==> src/pp2m_pkg.sv <==
// ----------------------------------------------------------------------------
// pp2m_pkg: shared types and constants for the pad pressure to MIDI block
// Word layouts, state codes, MIDI status codes and register indexes.
// ----------------------------------------------------------------------------
package pp2m_pkg;

    localparam int PAD_COUNT_DEF = 48;
    localparam int NOTE_COUNT    = 128;
    localparam int PAD_W         = 6;
    localparam int NOTE_W        = 7;

    localparam logic [7:0] ST_NOTE_OFF = 8'h80;
    localparam logic [7:0] ST_NOTE_ON  = 8'h90;
    localparam logic [7:0] ST_POLY_AT  = 8'hA0;
    localparam logic [7:0] ST_CC       = 8'hB0;
    localparam logic [6:0] VEL_FIXED   = 7'd100;

    localparam logic [1:0] LED_NONE = 2'd0;
    localparam logic [1:0] LED_ON   = 2'd1;
    localparam logic [1:0] LED_OFF  = 2'd2;

    localparam logic [1:0] MODE_MONO_CC = 2'd0;
    localparam logic [1:0] MODE_POLY_AT = 2'd1;
    localparam logic [1:0] MODE_POLY_CC = 2'd2;
    localparam logic [1:0] MODE_NONE    = 2'd3;

    localparam logic [1:0] CFG_USE_VELOCITY = 2'd0;
    localparam logic [1:0] CFG_PAD_MODE     = 2'd1;
    localparam logic [1:0] CFG_MONO_CC      = 2'd2;
    localparam logic [1:0] CFG_OCTAVE       = 2'd3;

    typedef struct packed {
        logic [5:0] pad_id;
        logic [7:0] pad_value;
        logic       velocity_event;
        logic [3:0] event_channel;
        logic [6:0] mapped_note;
        logic       note_active;
        logic [7:0] full_scale;
    } t_in_word;

    typedef struct packed {
        logic       msg_valid;
        logic [7:0] status_byte;
        logic [6:0] data_one;
        logic [6:0] data_two;
        logic [1:0] led_action;
        logic       last_result;
    } t_out_word;

    // one held pad in the stack chain
    typedef struct packed {
        logic [5:0] pad_id;
        logic [7:0] level;
    } t_entry;

    // level update broadcast to every cell
    typedef struct packed {
        logic       en;
        logic [5:0] pad_id;
        logic [7:0] level;
    } t_snoop;

    typedef struct packed {
        logic start;
        logic busy;
    } t_div_ctl;

    typedef enum logic [2:0] {
        S_IDLE,
        S_LOOK,
        S_SCAN,
        S_WAIT,
        S_SEND
    } t_state;

endpackage

==> src/pp2m_in_if.sv <==
// ----------------------------------------------------------------------------
// pp2m_in_if: pad event channel
// Valid/ready channel carrying one pad event word.
// ----------------------------------------------------------------------------
interface pp2m_in_if;
    logic                valid;
    logic                ready;
    pp2m_pkg::t_in_word  word;

    modport source (output valid, output word, input ready);
    modport sink   (input valid, input word, output ready);
endinterface

==> src/pp2m_out_if.sv <==
// ----------------------------------------------------------------------------
// pp2m_out_if: MIDI message channel
// Valid/ready channel carrying one MIDI message word with LED mark.
// ----------------------------------------------------------------------------
interface pp2m_out_if;
    logic                valid;
    logic                ready;
    pp2m_pkg::t_out_word word;

    modport source (output valid, output word, input ready);
    modport sink   (input valid, input word, output ready);
endinterface

==> src/pp2m_ram.sv <==
// ----------------------------------------------------------------------------
// pp2m_ram: generic single-port-write RAM
// One write and one registered read per cycle.
// ----------------------------------------------------------------------------
module pp2m_ram #(
    parameter int WIDTH = 8,
    parameter int DEPTH = 48
) (
    input  logic                                   i_clk,
    input  logic                                   i_we,
    input  logic [(DEPTH > 1 ? $clog2(DEPTH) : 1)-1:0] i_waddr,
    input  logic [WIDTH-1:0]                       i_wdata,
    input  logic [(DEPTH > 1 ? $clog2(DEPTH) : 1)-1:0] i_raddr,
    output logic [WIDTH-1:0]                       o_rdata
);
    logic [WIDTH-1:0] r_mem [DEPTH];
    logic [WIDTH-1:0] r_rdata;

    always_ff @(posedge i_clk) begin
        if (i_we) begin
            r_mem[i_waddr] <= i_wdata;
        end
        r_rdata <= r_mem[i_raddr];
    end

    assign o_rdata = r_rdata;
endmodule

==> src/pp2m_cell.sv <==
// ----------------------------------------------------------------------------
// pp2m_cell: one slot of the held-pad chain
// Holds a pad id and its level, shifts toward the head, tracks level updates.
// ----------------------------------------------------------------------------
module pp2m_cell (
    input  logic              i_clk,
    input  logic              i_shift,
    input  pp2m_pkg::t_entry  i_d,
    input  pp2m_pkg::t_snoop  i_snoop,
    output pp2m_pkg::t_entry  o_q
);
    pp2m_pkg::t_entry r_ent;

    always_ff @(posedge i_clk) begin
        if (i_shift) begin
            r_ent <= i_d;
        end else if (i_snoop.en && r_ent.pad_id == i_snoop.pad_id) begin
            r_ent.level <= i_snoop.level;
        end
    end

    assign o_q = r_ent;
endmodule

==> src/pp2m_div.sv <==
// ----------------------------------------------------------------------------
// pp2m_div: restoring divider for pressure scaling
// 16-bit dividend by 9-bit divisor, one quotient bit per cycle.
// ----------------------------------------------------------------------------
module pp2m_div (
    input  logic               i_clk,
    input  logic               i_rst_n,
    input  logic               i_start,
    input  logic [15:0]        i_num,
    input  logic [8:0]         i_den,
    output logic               o_busy,
    output logic [6:0]         o_quot
);
    logic        r_busy;
    logic [3:0]  r_cnt;
    logic [8:0]  r_rem;
    logic [15:0] r_num;
    logic [8:0]  r_den;
    logic [9:0]  w_t;
    logic        w_ge;

    assign w_t  = {r_rem, r_num[15]};
    assign w_ge = w_t >= {1'b0, r_den};

    always_ff @(posedge i_clk) begin
        if (!i_rst_n) begin
            r_busy <= 1'b0;
            r_cnt  <= '0;
        end else if (i_start) begin
            r_busy <= 1'b1;
            r_cnt  <= '0;
        end else if (r_busy) begin
            r_cnt <= r_cnt + 4'd1;
            if (r_cnt == 4'd15) begin
                r_busy <= 1'b0;
            end
        end
    end

    always_ff @(posedge i_clk) begin
        if (i_start) begin
            r_rem <= '0;
            r_num <= i_num;
            r_den <= i_den;
        end else if (r_busy) begin
            r_rem <= w_ge ? 9'(w_t - {1'b0, r_den}) : w_t[8:0];
            r_num <= {r_num[14:0], w_ge};
        end
    end

    assign o_busy = r_busy;
    assign o_quot = r_num[6:0];
endmodule

==> src/pad_pressure_to_midi_top.sv <==
// ----------------------------------------------------------------------------
// pad_pressure_to_midi_top: pad events to MIDI note, pressure and LED words
// Sequencer, level memories, held-pad cell chain and scaling divider.
// ----------------------------------------------------------------------------
// Usage:
//   i_evt takes one pad event word; o_msg gives zero, one or two MIDI words
//   per event, last_result set on the final one. i_cfg_* writes a register
//   (0 use_velocity, 1 pad_mode, 2 mono_cc, 3 octave offset); the user must
//   write it only while idle, the block does not enforce this. One event is
//   in work at a time: i_evt.ready is high only when idle. Flow: accept,
//   lookup of the pad level and note memories, then the held-pad chain
//   rotates once in mono mode, twice on a mono note off while pads are held
//   (first pass fetches the top of stack). The pressure scale divider runs
//   beside the chain, and words go out once it is done. Out-of-range pads
//   are dropped on accept.
//   If o_msg stalls the word holds and no new event is taken.
//   Reset (sync, active low) clears the config and state registers, the valid bits of the
//   level memories and the held count; no clearing pass is needed.
// ----------------------------------------------------------------------------
module pad_pressure_to_midi_top #(
    parameter int PAD_COUNT = pp2m_pkg::PAD_COUNT_DEF
) (
    input  logic        i_clk,
    input  logic        i_rst_n,
    pp2m_in_if.sink     i_evt,
    pp2m_out_if.source  o_msg,
    input  logic        i_cfg_we,
    input  logic [1:0]  i_cfg_idx,
    input  logic [6:0]  i_cfg_data
);
    localparam int PW = PAD_COUNT > 1 ? $clog2(PAD_COUNT) : 1;
    localparam int CW = $clog2(PAD_COUNT + 1);
    localparam int NW = $clog2(pp2m_pkg::NOTE_COUNT);

    // configuration
    logic       r_use_vel;
    logic [1:0] r_mode;
    logic [6:0] r_mono_cc;
    logic [6:0] r_oct;

    always_ff @(posedge i_clk) begin
        if (!i_rst_n) begin
            r_use_vel <= 1'b0;
            r_mode    <= pp2m_pkg::MODE_POLY_AT;
            r_mono_cc <= 7'd1;
            r_oct     <= '0;
        end else if (i_cfg_we) begin
            case (i_cfg_idx)
                pp2m_pkg::CFG_USE_VELOCITY: r_use_vel <= i_cfg_data[0];
                pp2m_pkg::CFG_PAD_MODE:     r_mode    <= i_cfg_data[1:0];
                pp2m_pkg::CFG_MONO_CC:      r_mono_cc <= i_cfg_data;
                pp2m_pkg::CFG_OCTAVE:       r_oct     <= i_cfg_data;
                default: ;
            endcase
        end
    end

    pp2m_pkg::t_state   r_state, n_state;
    pp2m_pkg::t_in_word r_in;

    logic w_accept, w_in_range;
    assign w_accept   = i_evt.valid && i_evt.ready;
    assign w_in_range = {1'b0, i_evt.word.pad_id} < 7'(PAD_COUNT);

    // level memories with reset valid bits
    logic [PAD_COUNT-1:0]            r_lvl_vld;
    logic [pp2m_pkg::NOTE_COUNT-1:0] r_prev_vld;
    logic                            r_lvl_rv, r_prev_rv;
    logic [7:0]                      w_lvl_rd;
    logic [0:0]                      w_prev_rd;
    logic                            w_lvl_we, w_prev_we;

    pp2m_ram #(.WIDTH(8), .DEPTH(PAD_COUNT)) u_lvl_ram (
        .i_clk   (i_clk),
        .i_we    (w_lvl_we),
        .i_waddr (r_in.pad_id[PW-1:0]),
        .i_wdata (r_in.pad_value),
        .i_raddr (i_evt.word.pad_id[PW-1:0]),
        .o_rdata (w_lvl_rd)
    );

    pp2m_ram #(.WIDTH(1), .DEPTH(pp2m_pkg::NOTE_COUNT)) u_prev_ram (
        .i_clk   (i_clk),
        .i_we    (w_prev_we),
        .i_waddr (r_in.mapped_note[NW-1:0]),
        .i_wdata (r_in.pad_value != 8'd0),
        .i_raddr (i_evt.word.mapped_note[NW-1:0]),
        .o_rdata (w_prev_rd)
    );

    assign w_lvl_we  = (r_state == pp2m_pkg::S_LOOK) && !r_in.velocity_event;
    assign w_prev_we = (r_state == pp2m_pkg::S_LOOK) && r_in.note_active;

    always_ff @(posedge i_clk) begin
        if (!i_rst_n) begin
            r_lvl_vld  <= '0;
            r_prev_vld <= '0;
        end else begin
            if (w_lvl_we) r_lvl_vld[r_in.pad_id[PW-1:0]] <= 1'b1;
            if (w_prev_we) r_prev_vld[r_in.mapped_note[NW-1:0]] <= 1'b1;
        end
    end

    always_ff @(posedge i_clk) begin
        if (w_accept) begin
            r_in      <= i_evt.word;
            r_lvl_rv  <= r_lvl_vld[i_evt.word.pad_id[PW-1:0]];
            r_prev_rv <= r_prev_vld[i_evt.word.mapped_note[NW-1:0]];
        end
    end

    // event decode (valid in S_LOOK)
    logic [7:0] w_lvl_new;
    logic       w_prev_nz, w_v_nz;
    logic       w_on, w_off, w_press;
    logic       w_push, w_pop, w_scan, w_any;
    logic [CW-1:0] r_cnt;

    assign w_lvl_new = !r_in.velocity_event ? r_in.pad_value : (r_lvl_rv ? w_lvl_rd : 8'd0);
    assign w_prev_nz = r_prev_rv && w_prev_rd[0];
    assign w_v_nz    = r_in.pad_value != 8'd0;

    always_comb begin
        w_on    = 1'b0;
        w_off   = 1'b0;
        w_press = 1'b0;
        if (r_in.note_active) begin
            if (w_v_nz) begin
                if (r_use_vel && r_in.velocity_event) begin
                    w_on = 1'b1;
                end else if (r_use_vel) begin
                    w_press = 1'b1;
                end else if (!w_prev_nz && !r_in.velocity_event) begin
                    w_on    = 1'b1;
                    w_press = 1'b1;
                end else if (w_prev_nz) begin
                    w_press = 1'b1;
                end
            end else if (!r_in.velocity_event) begin
                w_off   = 1'b1;
                w_press = 1'b1;
            end
        end
    end

    assign w_push = w_on && r_mode == pp2m_pkg::MODE_MONO_CC && r_cnt < CW'(PAD_COUNT);
    assign w_pop  = w_off && r_mode == pp2m_pkg::MODE_MONO_CC && r_cnt != '0;
    assign w_scan = r_mode == pp2m_pkg::MODE_MONO_CC && (w_push || w_pop || w_press);
    assign w_any  = w_on || w_off || (w_press && r_mode != pp2m_pkg::MODE_NONE);

    // scaling divider: round(min(v,fs)*127/fs) = (254*vc + fs) / (2*fs)
    logic [7:0]  w_vc;
    logic [15:0] w_num;
    pp2m_pkg::t_div_ctl w_div;
    logic [6:0]  w_quot;

    assign w_vc  = (r_in.pad_value > r_in.full_scale) ? r_in.full_scale : r_in.pad_value;
    assign w_num = 16'({w_vc, 8'd0} - {7'd0, w_vc, 1'b0}) + {8'd0, r_in.full_scale};
    assign w_div.start = (r_state == pp2m_pkg::S_LOOK) && w_press &&
                         r_mode != pp2m_pkg::MODE_NONE && r_in.full_scale != 8'd0;

    pp2m_div u_div (
        .i_clk   (i_clk),
        .i_rst_n (i_rst_n),
        .i_start (w_div.start),
        .i_num   (w_num),
        .i_den   ({r_in.full_scale, 1'b0}),
        .o_busy  (w_div.busy),
        .o_quot  (w_quot)
    );

    // held-pad chain; cell 0 is the head, processed head re-enters at the tail
    pp2m_pkg::t_entry w_cell_q [PAD_COUNT];
    pp2m_pkg::t_entry w_head_pr;
    pp2m_pkg::t_snoop w_snoop;
    logic             w_shift;

    assign w_shift       = r_state == pp2m_pkg::S_SCAN;
    assign w_snoop.en     = (r_state == pp2m_pkg::S_LOOK) && !r_in.velocity_event;
    assign w_snoop.pad_id = r_in.pad_id;
    assign w_snoop.level  = r_in.pad_value;

    for (genvar g = 0; g < PAD_COUNT; g++) begin : g_cell
        pp2m_pkg::t_entry w_d;
        if (g == PAD_COUNT - 1) begin : g_tail
            assign w_d = w_head_pr;
        end else begin : g_mid
            assign w_d = w_cell_q[g+1];
        end
        pp2m_cell u_cell (
            .i_clk   (i_clk),
            .i_shift (w_shift),
            .i_d     (w_d),
            .i_snoop (w_snoop),
            .o_q     (w_cell_q[g])
        );
    end

    logic [PW-1:0]    r_step;
    logic             r_pass;      // 0: fetch top of stack, 1: apply and take max
    logic             r_push, r_pop_pend, r_found;
    logic             r_on, r_off, r_press;
    logic [7:0]       r_max, r_lvl_new;
    pp2m_pkg::t_entry r_top;

    logic w_live, w_is_top, w_hit, w_incl, w_is_push;

    assign w_live    = CW'(r_step) < r_cnt;
    assign w_is_top  = CW'(r_step) + CW'(1) == r_cnt;
    assign w_is_push = r_push && CW'(r_step) == r_cnt;
    assign w_hit     = r_pass && r_pop_pend && w_live && w_cell_q[0].pad_id == r_in.pad_id;

    always_comb begin
        w_head_pr = w_cell_q[0];
        w_incl    = w_live;
        if (r_pass) begin
            if (w_hit) begin
                w_head_pr = r_top;
            end
            if ((w_hit || r_found) && w_is_top) begin
                w_incl = 1'b0;
            end
            if (w_is_push) begin
                w_head_pr = '{pad_id: r_in.pad_id, level: r_lvl_new};
                w_incl    = 1'b1;
            end
        end
    end

    // results
    logic [8:0]          w_note;
    logic                w_ok, w_pemit;
    logic [6:0]          w_n7;
    pp2m_pkg::t_out_word w_nmsg, w_pmsg;
    pp2m_pkg::t_out_word r_res0, r_res1;
    logic                r_nres, r_ridx;   // nres: 1 means two words

    assign w_note = 9'($signed({2'b00, r_in.mapped_note}) + $signed({{2{r_oct[6]}}, r_oct}));
    assign w_ok   = w_note[8:7] == 2'b00;
    assign w_n7   = w_note[6:0];

    always_comb begin
        case (r_mode)
            pp2m_pkg::MODE_MONO_CC: w_pemit = r_press && r_in.pad_value >= r_max;
            pp2m_pkg::MODE_POLY_AT,
            pp2m_pkg::MODE_POLY_CC: w_pemit = r_press;
            default:                w_pemit = 1'b0;
        endcase

        w_nmsg.msg_valid   = w_ok;
        w_nmsg.status_byte = w_ok ? ((r_on ? pp2m_pkg::ST_NOTE_ON : pp2m_pkg::ST_NOTE_OFF)
                                     | {4'd0, r_in.event_channel}) : 8'd0;
        w_nmsg.data_one    = w_ok ? w_n7 : 7'd0;
        w_nmsg.data_two    = (w_ok && r_on) ?
                             (r_use_vel ? r_in.pad_value[6:0] : pp2m_pkg::VEL_FIXED) : 7'd0;
        w_nmsg.led_action  = r_on ? pp2m_pkg::LED_ON : pp2m_pkg::LED_OFF;
        w_nmsg.last_result = !w_pemit;

        w_pmsg.msg_valid   = 1'b1;
        w_pmsg.status_byte = ((r_mode == pp2m_pkg::MODE_POLY_AT) ? pp2m_pkg::ST_POLY_AT
                              : pp2m_pkg::ST_CC) | {4'd0, r_in.event_channel};
        w_pmsg.data_one    = (r_mode == pp2m_pkg::MODE_MONO_CC) ? r_mono_cc : w_n7;
        w_pmsg.data_two    = (r_in.full_scale == 8'd0) ? 7'd0 : w_quot;
        w_pmsg.led_action  = pp2m_pkg::LED_NONE;
        w_pmsg.last_result = 1'b1;
    end

    // sequencer
    always_ff @(posedge i_clk) begin
        if (!i_rst_n) begin
            r_state <= pp2m_pkg::S_IDLE;
        end else begin
            r_state <= n_state;
        end
    end

    always_comb begin
        n_state     = r_state;
        i_evt.ready = 1'b0;
        o_msg.valid = 1'b0;
        o_msg.word  = r_ridx ? r_res1 : r_res0;
        case (r_state)
            pp2m_pkg::S_IDLE: begin
                i_evt.ready = 1'b1;
                if (i_evt.valid && w_in_range) n_state = pp2m_pkg::S_LOOK;
            end
            pp2m_pkg::S_LOOK: begin
                if (!w_any && !w_scan) n_state = pp2m_pkg::S_IDLE;
                else if (w_scan)       n_state = pp2m_pkg::S_SCAN;
                else                   n_state = pp2m_pkg::S_WAIT;
            end
            pp2m_pkg::S_SCAN: begin
                if (r_pass && r_step == PW'(PAD_COUNT - 1)) n_state = pp2m_pkg::S_WAIT;
            end
            pp2m_pkg::S_WAIT: begin
                if (!w_div.busy) begin
                    if ((r_on || r_off) || w_pemit) n_state = pp2m_pkg::S_SEND;
                    else                            n_state = pp2m_pkg::S_IDLE;
                end
            end
            pp2m_pkg::S_SEND: begin
                o_msg.valid = 1'b1;
                if (o_msg.ready && r_ridx == r_nres) n_state = pp2m_pkg::S_IDLE;
            end
            default: n_state = pp2m_pkg::S_IDLE;
        endcase
    end

    // held count, the only control state of the stack
    always_ff @(posedge i_clk) begin
        if (!i_rst_n) begin
            r_cnt <= '0;
        end else if (r_state == pp2m_pkg::S_SCAN && r_pass &&
                     r_step == PW'(PAD_COUNT - 1)) begin
            r_cnt <= r_cnt + CW'(r_push) - CW'(r_found || w_hit);
        end
    end

    always_ff @(posedge i_clk) begin
        case (r_state)
            pp2m_pkg::S_LOOK: begin
                r_on       <= w_on;
                r_off      <= w_off;
                r_press    <= w_press;
                r_push     <= w_push;
                r_pop_pend <= w_pop;
                r_found    <= 1'b0;
                r_pass     <= !w_pop;
                r_step     <= '0;
                r_max      <= '0;
                r_lvl_new  <= w_lvl_new;
            end
            pp2m_pkg::S_SCAN: begin
                if (!r_pass && w_is_top) r_top <= w_cell_q[0];
                if (w_hit) begin
                    r_pop_pend <= 1'b0;
                    r_found    <= 1'b1;
                end
                if (r_pass && w_incl && w_head_pr.level > r_max) r_max <= w_head_pr.level;
                if (r_step == PW'(PAD_COUNT - 1)) begin
                    r_step <= '0;
                    r_pass <= 1'b1;
                end else begin
                    r_step <= r_step + PW'(1);
                end
            end
            pp2m_pkg::S_WAIT: begin
                r_ridx <= 1'b0;
                if (r_on || r_off) begin
                    r_res0 <= w_nmsg;
                    r_res1 <= w_pmsg;
                    r_nres <= w_pemit;
                end else begin
                    r_res0 <= w_pmsg;
                    r_nres <= 1'b0;
                end
            end
            pp2m_pkg::S_SEND: begin
                if (o_msg.ready) r_ridx <= 1'b1;
            end
            default: ;
        endcase
    end

    // checks
    a_cnt_bound: assert property (@(posedge i_clk) disable iff (!i_rst_n)
        r_cnt <= CW'(PAD_COUNT))
        else $error("held count above pad count");

    a_seq_one: assert property (@(posedge i_clk) disable iff (!i_rst_n)
        i_evt.ready |-> !o_msg.valid)
        else $error("event taken while a word is pending");

    a_led_mark: assert property (@(posedge i_clk) disable iff (!i_rst_n)
        o_msg.valid && !o_msg.word.msg_valid |-> o_msg.word.led_action != pp2m_pkg::LED_NONE)
        else $error("suppressed message without LED mark");

    a_div_done: assert property (@(posedge i_clk) disable iff (!i_rst_n)
        o_msg.valid |-> !w_div.busy)
        else $error("word sent before scaling finished");

endmodule

==> src/flat_wrapper.sv <==
// flat-port wrapper written by rule: the top's interface ports become plain ports
module pad_pressure_to_midi_top_flat 
#(
    parameter int PAD_COUNT = pp2m_pkg::PAD_COUNT_DEF
)
  (i_clk, i_rst_n, i_cfg_we, i_cfg_idx, i_cfg_data, i_evt_valid, i_evt_word, i_evt_ready, o_msg_valid, o_msg_word, o_msg_ready);
  pp2m_in_if i_evt_i ();
  pp2m_out_if o_msg_i ();
  input  logic i_clk;
  input  logic i_rst_n;
  input  logic i_cfg_we;
  input  logic [1:0] i_cfg_idx;
  input  logic [6:0] i_cfg_data;
  input wire logic [$bits(i_evt_i.valid)-1:0] i_evt_valid;
  input wire logic [$bits(i_evt_i.word)-1:0] i_evt_word;
  output wire logic [$bits(i_evt_i.ready)-1:0] i_evt_ready;
  output wire logic [$bits(o_msg_i.valid)-1:0] o_msg_valid;
  output wire logic [$bits(o_msg_i.word)-1:0] o_msg_word;
  input wire logic [$bits(o_msg_i.ready)-1:0] o_msg_ready;
  assign i_evt_i.valid = i_evt_valid;
  assign i_evt_i.word = i_evt_word;
  assign i_evt_ready = i_evt_i.ready;
  assign o_msg_valid = o_msg_i.valid;
  assign o_msg_word = o_msg_i.word;
  assign o_msg_i.ready = o_msg_ready;
  pad_pressure_to_midi_top #(.PAD_COUNT(PAD_COUNT)) u_core (.i_clk(i_clk), .i_rst_n(i_rst_n), .i_evt(i_evt_i), .o_msg(o_msg_i), .i_cfg_we(i_cfg_we), .i_cfg_idx(i_cfg_idx), .i_cfg_data(i_cfg_data));
endmodule
==> config.mk <==
export PLATFORM = sky130hd
export DESIGN_NAME = pad_pressure_to_midi_top_flat
export DESIGN_NICKNAME = d
export VERILOG_FILES = /design/src/pp2m_pkg.sv /design/src/pp2m_in_if.sv /design/src/pp2m_out_if.sv /design/src/pp2m_ram.sv /design/src/pp2m_cell.sv /design/src/pp2m_div.sv /design/src/pad_pressure_to_midi_top.sv /design/src/flat_wrapper.sv
export SDC_FILE = /design/constraint.sdc
export NUM_CORES = 2
export LEC_CHECK = 0
export ABC_CLOCK_PERIOD_IN_PS = 14050
export BUFFER_PORTS_ARGS = -buffer_cell sky130_fd_sc_hd__buf_2
export CAP_MARGIN = 20
export CORE_UTILIZATION = 45
export DETAILED_ROUTE_END_ITERATION = 10
export GPL_ROUTABILITY_DRIVEN = 0
export PLACE_DENSITY_LB_ADDON = 0.08
export SKIP_LAST_GASP = 1
export SLEW_MARGIN = 20
export SYNTH_ARGS = -nofsm -noshare
export SYNTH_HDL_FRONTEND = slang
export SYNTH_SLANG_ARGS = --single-unit
export TNS_END_PERCENT = 20
==> constraint.sdc <==
create_clock -name i_clk -period 14.05 [get_ports i_clk]
set_input_delay 2.81 -clock i_clk [delete_from_list [all_inputs] [get_ports i_clk]]
set_output_delay 2.81 -clock i_clk [all_outputs]
set_load 0.005 [all_outputs]
==> flow_summary.html <==
<table>
<tr><th>Metric</th><th>Value</th></tr>
<tr><th colspan="2">Drt</th></tr>
<tr><td>Drt wl/cell</td><td>between 20 and 25 microns</td></tr>
<tr><td>DRC violation count after routing</td><td>0</td></tr>
<tr><td>Remaining antenna violation count</td><td>0</td></tr>
<tr><td>Count of TritonRoute iterations in the first routing pass</td><td>7</td></tr>
<tr><td>Total length of routed wires</td><td>between 100000 and 150000 microns</td></tr>
<tr><td>Ratio of routed vias to standard cells</td><td>around 5.6</td></tr>
<tr><td>Vias</td><td>around 34000</td></tr>
<tr><td>DRC marker count from the first detailed-route iteration</td><td>~2700</td></tr>
<tr><th colspan="2">Clock network</th></tr>
<tr><td>Deepest clock path buffer count</td><td>3</td></tr>
<tr><td>Clock Latency Late Sink</td><td>0.80 ns</td></tr>
<tr><td>Number of H-tree levels</td><td>4</td></tr>
<tr><td>Post CTS Setup Buffer Count</td><td>0</td></tr>
<tr><td>Cells resized by post-CTS repair</td><td>0</td></tr>
<tr><td>Clock buffers created by TritonCTS</td><td>~170</td></tr>
<tr><td>Number of clock sinks seen by CTS</td><td>about 1600</td></tr>
<tr><td>Root cell of the clock tree</td><td>sky130_fd_sc_hd__clkbuf_16</td></tr>
<tr><td>Clock tree from TritonCTS</td><td>yes</td></tr>
<tr><td>Clock-pin slew on the worst setup and hold paths</td><td>~0.060 ns</td></tr>
<tr><td>Hold-fix buffer count after cts</td><td>0</td></tr>
<tr><th colspan="2">Yosys</th></tr>
<tr><td>Multiplexer share of the synthesized area</td><td>0.08621</td></tr>
<tr><td>Average footprint of a synthesized cell</td><td>roughly 16 sq um</td></tr>
<tr><td>Async S/R FF share, synth</td><td>0</td></tr>
<tr><td>Synthesized-area fraction occupied by ao, oa, aoi and oai cells</td><td>0.09510</td></tr>
<tr><td>Simple-gate share of the synthesized area</td><td>0.04241</td></tr>
<tr><td>Number of warnings issued by yosys</td><td>0</td></tr>
<tr><td>Count of mapped cells out of synthesis</td><td>between 3000 and 4000</td></tr>
<tr><td>Area of the mapped netlist</td><td>63880 sq um</td></tr>
<tr><td>Sequential element share of the synthesized area</td><td>0.6972</td></tr>
<tr><td>Most instantiated flip-flop cell in the synthesis netlist</td><td>sky130_fd_sc_hd__edfxtp_1</td></tr>
<tr><td>Flip-flop and latch count after synthesis</td><td>approximately 1600</td></tr>
<tr><td>Adder-cell share of the synthesized area</td><td>0.01446</td></tr>
<tr><td>Post-synth EDFFs</td><td>1333</td></tr>
<tr><td>Combinational family with the most area after synthesis</td><td>compound AO/OA/AOI/OAI gates</td></tr>
<tr><td>Xor/xnor share of the synthesized area</td><td>0.04443</td></tr>
<tr><td>Synthesized Nets</td><td>4093</td></tr>
<tr><td>Distinct cell type count after synthesis</td><td>74</td></tr>
<tr><th colspan="2">Pwr</th></tr>
<tr><td>Post-route total power</td><td>around 11 mW</td></tr>
<tr><td>Leakage component of the power</td><td>between 20 and 30 nW</td></tr>
<tr><td>VDD IR max</td><td>0.1233 mV</td></tr>
<tr><td>Power density relative to cell area</td><td>between 100 and 150 nW/um^2</td></tr>
<tr><th colspan="2">Die</th></tr>
<tr><td>DIE WIDTH</td><td>378.8 microns</td></tr>
<tr><td>I/O pin count</td><td>77</td></tr>
<tr><td>Standard-cell rows</td><td>~140</td></tr>
<tr><td>Initial cell density of the core</td><td>0.4555</td></tr>
<tr><td>Die height</td><td>between 300 and 400 microns</td></tr>
<tr><td>Die area</td><td>about 140000 sq um</td></tr>
<tr><td>Area inside the core boundary</td><td>roughly 140000 sq um</td></tr>
<tr><th colspan="2">Cells and area</th></tr>
<tr><td>Number of nets in the finished design</td><td>approximately 4200</td></tr>
<tr><td>Fraction of final layout cells with drive strength greater than 1</td><td>0.1725</td></tr>
<tr><td>Layout overhead on the synthesized area</td><td>13.12%</td></tr>
<tr><td>Core Util, Final</td><td>0.5153</td></tr>
<tr><th colspan="2">Critical path</th></tr>
<tr><td>Start-to-end type of the worst setup path</td><td>reg2reg</td></tr>
<tr><td>Worst endpoint data arrival time</td><td>just under 6 ns</td></tr>
<tr><td>Worst-path fanout max</td><td>51</td></tr>
<tr><td>Worst setup EP type</td><td>flip-flop</td></tr>
<tr><td>Data required time at the worst endpoint</td><td>14.60 ns</td></tr>
<tr><td>Worst setup SP type</td><td>flip-flop</td></tr>
<tr><th colspan="2">Run status</th></tr>
<tr><td>Status</td><td>completed</td></tr>
<tr><th colspan="2">Run</th></tr>
<tr><td>Number of max-capacitance violations reported</td><td>0</td></tr>
<tr><th colspan="2">STA</th></tr>
<tr><td>Count of final max-slew check failures</td><td>0</td></tr>
<tr><td>Endpoints failing setup</td><td>0</td></tr>
<tr><td>Worst clock skew on the final layout</td><td>0.03099 ns</td></tr>
<tr><td>Least-Margin Pin Slew</td><td>approximately 1.1 ns</td></tr>
<tr><td>Fin crit period</td><td>5.284 ns</td></tr>
<tr><td>Maximum clock frequency</td><td>189.3 MHz</td></tr>
<tr><td>Setup repair after global routing missed its margin</td><td>no</td></tr>
<tr><td>Aggregate negative setup slack</td><td>0 ns</td></tr>
<tr><td>Final hold viol count</td><td>0</td></tr>
<tr><td>Max-slew headroom at the worst pin</td><td>0.2457</td></tr>
<tr><td>Final worst path period share</td><td>0.3761</td></tr>
<tr><th colspan="2">Global route</th></tr>
<tr><td>Grt total ovfl</td><td>0</td></tr>
<tr><td>Largest net degree at the start of global routing</td><td>about 210</td></tr>
<tr><td>Vias in the first global route</td><td>34890</td></tr>
<tr><td>Overall Global Routing Usage</td><td>0.2011</td></tr>
<tr><td>Antenna violations before repair</td><td>4</td></tr>
<tr><td>Global-route wire length before repair</td><td>between 200000 and 250000 microns</td></tr>
<tr><th colspan="2">Worst hold path</th></tr>
<tr><td>Classification of the worst-slack hold path</td><td>reg2reg</td></tr>
<tr><th colspan="2">Place</th></tr>
<tr><td>Placed wire-length estimate after detailed placement</td><td>around 80000 microns</td></tr>
<tr><td>IO buf count</td><td>75</td></tr>
</table>
## sequential cells by signal (all words and copies together) (netlist names), 2 cells and up
register                  cells
u_core.r_lvl_vld             48
u_core.r_mode                 2
u_core.r_res1                19
u_core.r_prev_vld           128
u_core.u_div.r_cnt            4
u_core.u_prev_ram.r_mem     128
u_core.g_cell.u_cell.o_q    672
u_core.u_div.r_den            8
u_core.r_state                3
u_core.r_step                 6
u_core.u_lvl_ram.o_rdata      8
u_core.u_div.r_num           16
u_core.r_in                  35
u_core.r_top                 14
u_core.r_res0                24
u_core.r_mono_cc              7
u_core.u_div.r_rem            9
u_core.r_lvl_new              8
u_core.r_max                  8
u_core.u_lvl_ram.r_mem      384
u_core.r_oct                  7
u_core.r_cnt                  6
## worst max-delay path: stages, from the launching register on
cell and delay (ns):
sky130_fd_sc_hd__edfxtp_1 0.32, sky130_fd_sc_hd__buf_4 0.46, sky130_fd_sc_hd__inv_1 0.40, sky130_fd_sc_hd__ha_1 0.32
sky130_fd_sc_hd__nor2b_1 0.16, sky130_fd_sc_hd__o211ai_2 0.11, sky130_fd_sc_hd__a21o_2 0.22, sky130_fd_sc_hd__a21o_2 0.32
sky130_fd_sc_hd__mux2i_1 0.37, sky130_fd_sc_hd__inv_1 0.15, sky130_fd_sc_hd__ha_1 0.37, sky130_fd_sc_hd__o21ai_0 0.21
sky130_fd_sc_hd__a21oi_1 0.09, sky130_fd_sc_hd__o21ai_0 0.22, sky130_fd_sc_hd__a21oi_1 0.14, sky130_fd_sc_hd__or4_1 0.53
sky130_fd_sc_hd__o311a_1 0.37, sky130_fd_sc_hd__a221o_1 0.26
## layout make-up
class                           count  area [sq um]
Fill cell                       11670         67960
Sequential cell                  1558         44530
Multi-Input combinational cell   2082         18420
Clock buffer                      212          4419
Tap cell                         1876          2347
Timing Repair Buffer              182          1234
Clock inverter                     98          1002
Inverter                           77         299.0
Antenna cell                        1         2.502
## final timing paths
check	start	end	slack [ns]	cells after the start
min reg2reg	u_core.r_in[17]	u_core.r_res1[18]	0.44	0
max reg2reg	u_core.r_in[21]	u_core.u_div.r_num[12]	8.77	17
min	u_core.r_in[17]	u_core.r_res1[18]	0.44	0
max	u_core.r_in[21]	u_core.u_div.r_num[12]	8.77	17
## cell usage in the layout, fill, tap and decap left out, types with 8 or more instances in the layout
| cell | instances |
|---|---|
| sky130_fd_sc_hd__a21o_1 | 399 |
| sky130_fd_sc_hd__a21oi_1 | 36 |
| sky130_fd_sc_hd__and2_1 | 21 |
| sky130_fd_sc_hd__buf_2 | 72 |
| sky130_fd_sc_hd__buf_4 | 103 |
| sky130_fd_sc_hd__bufinv_16 | 15 |
| sky130_fd_sc_hd__clkbuf_1 | 39 |
| sky130_fd_sc_hd__clkbuf_16 | 168 |
| sky130_fd_sc_hd__clkinv_1 | 29 |
| sky130_fd_sc_hd__clkinv_2 | 31 |
| sky130_fd_sc_hd__dfxtp_1 | 225 |
| sky130_fd_sc_hd__edfxtp_1 | 1333 |
| sky130_fd_sc_hd__ha_1 | 69 |
| sky130_fd_sc_hd__inv_1 | 75 |
| sky130_fd_sc_hd__mux2_2 | 23 |
| sky130_fd_sc_hd__mux2i_1 | 54 |
| sky130_fd_sc_hd__mux4_2 | 209 |
| sky130_fd_sc_hd__nand2_1 | 104 |
| sky130_fd_sc_hd__nand2b_1 | 10 |
| sky130_fd_sc_hd__nand3_1 | 26 |
| sky130_fd_sc_hd__nand3b_1 | 8 |
| sky130_fd_sc_hd__nand4_1 | 62 |
| sky130_fd_sc_hd__nor2_1 | 228 |
| sky130_fd_sc_hd__nor2_4 | 9 |
| sky130_fd_sc_hd__nor2b_1 | 31 |
| sky130_fd_sc_hd__nor3_1 | 15 |
| sky130_fd_sc_hd__o211ai_1 | 10 |
| sky130_fd_sc_hd__o21a_1 | 184 |
| sky130_fd_sc_hd__o21ai_0 | 56 |
| sky130_fd_sc_hd__o21ai_1 | 15 |
| sky130_fd_sc_hd__o22ai_1 | 8 |
| sky130_fd_sc_hd__o31ai_1 | 10 |
| sky130_fd_sc_hd__o41ai_1 | 24 |
| sky130_fd_sc_hd__o41ai_2 | 22 |
| sky130_fd_sc_hd__xnor2_1 | 209 |
| sky130_fd_sc_hd__xor2_1 | 115 |
## synthesized netlist by cell type, types with 5 or more instances
library cell	number	share of area
sky130_fd_sc_hd__nand4_1	62	0.0061
sky130_fd_sc_hd__nand2_1	106	0.0062
sky130_fd_sc_hd__or3_1	6	0.00059
sky130_fd_sc_hd__ha_1	69	0.014
sky130_fd_sc_hd__buf_1	38	0.0022
sky130_fd_sc_hd__mux2i_1	54	0.0085
sky130_fd_sc_hd__mux2_2	23	0.0041
sky130_fd_sc_hd__nand3_1	26	0.0020
sky130_fd_sc_hd__nor2b_1	31	0.0030
sky130_fd_sc_hd__dfxtp_1	225	0.071
sky130_fd_sc_hd__and3_1	5	0.00049
sky130_fd_sc_hd__nand3b_1	8	0.00094
sky130_fd_sc_hd__a22o_1	7	0.00096
sky130_fd_sc_hd__mux4_2	209	0.074
sky130_fd_sc_hd__clkbuf_1	194	0.011
sky130_fd_sc_hd__o211ai_1	10	0.0012
sky130_fd_sc_hd__a21oi_1	37	0.0029
sky130_fd_sc_hd__and2_1	22	0.0022
sky130_fd_sc_hd__o21ai_0	58	0.0045
sky130_fd_sc_hd__xor2_1	115	0.016
sky130_fd_sc_hd__o21ai_1	13	0.0010
sky130_fd_sc_hd__o21a_1	184	0.022
sky130_fd_sc_hd__a21o_1	399	0.047
sky130_fd_sc_hd__o31ai_1	10	0.0012
sky130_fd_sc_hd__nor2_1	241	0.014
sky130_fd_sc_hd__a22oi_1	6	0.00071
sky130_fd_sc_hd__nor4_1	5	0.00049
sky130_fd_sc_hd__or4_1	5	0.00059
sky130_fd_sc_hd__buf_2	19	0.0015
sky130_fd_sc_hd__xnor2_1	209	0.029
sky130_fd_sc_hd__nand2b_1	10	0.00098
sky130_fd_sc_hd__inv_1	76	0.0045
sky130_fd_sc_hd__or2_2	5	0.00049
sky130_fd_sc_hd__o41ai_1	51	0.0070
sky130_fd_sc_hd__o22ai_1	8	0.00078
sky130_fd_sc_hd__a21boi_0	5	0.00059
sky130_fd_sc_hd__edfxtp_1	1333	0.63
sky130_fd_sc_hd__nor3_1	16	0.0013
sky130_fd_sc_hd__a211oi_1	6	0.00071
## metal layers
| layer | share of wire | GRT usage | wire, microns | vias to the layer above |
|---|---|---|---|---|
| met3 | 0.050 | 0.03819 | 7053 | 202 |
| met5 | 0.00022 | 0 | 31 | - |
| met1 | 0.46 | 0.2896 | 65350 | 17560 |
| met4 | 0.020 | 0.05364 | 2850 | 4 |
| li1 | - | - | - | 15430 |
| met2 | 0.47 | 0.3131 | 65970 | 765 |
## kinds of logic after synthesis
| family | Yosys count |
|---|---|
| multiplexers | 286 |
| flip-flops | 1558 |
| other | 1 |
| adder cells (fa/ha/maj) | 72 |
| AND/OR/NAND/NOR | 569 |
| buffers and inverters | 332 |
| XOR/XNOR | 324 |
| AO/OA/AOI/OAI | 830 |
## per-stage QoR
stage                     std cells  hold WS [ns]  setup WS, ns  instance area [sq um]
final                          6086        0.4441         8.766                  72260
after CTS                      6082        0.4414         8.596                  72180
after global routing           6085        0.4590         8.419                  72260
after global placement         5769        0.4231         7.817                  66700
after detailed placement       5772        0.4270         7.792                  66750
after floorplan                3972        0.4195         2.983                  63880
## report_power, final
group	internal (mW)	leakage (nW)	switching [mW]	total (mW)
combinational	0.345	9.35	0.559	0.904
sequential	5.21	14.2	0.0733	5.28
clock	2.52	2.65	1.84	4.36
No activity file was read; power rests on OpenSTA's default activity.
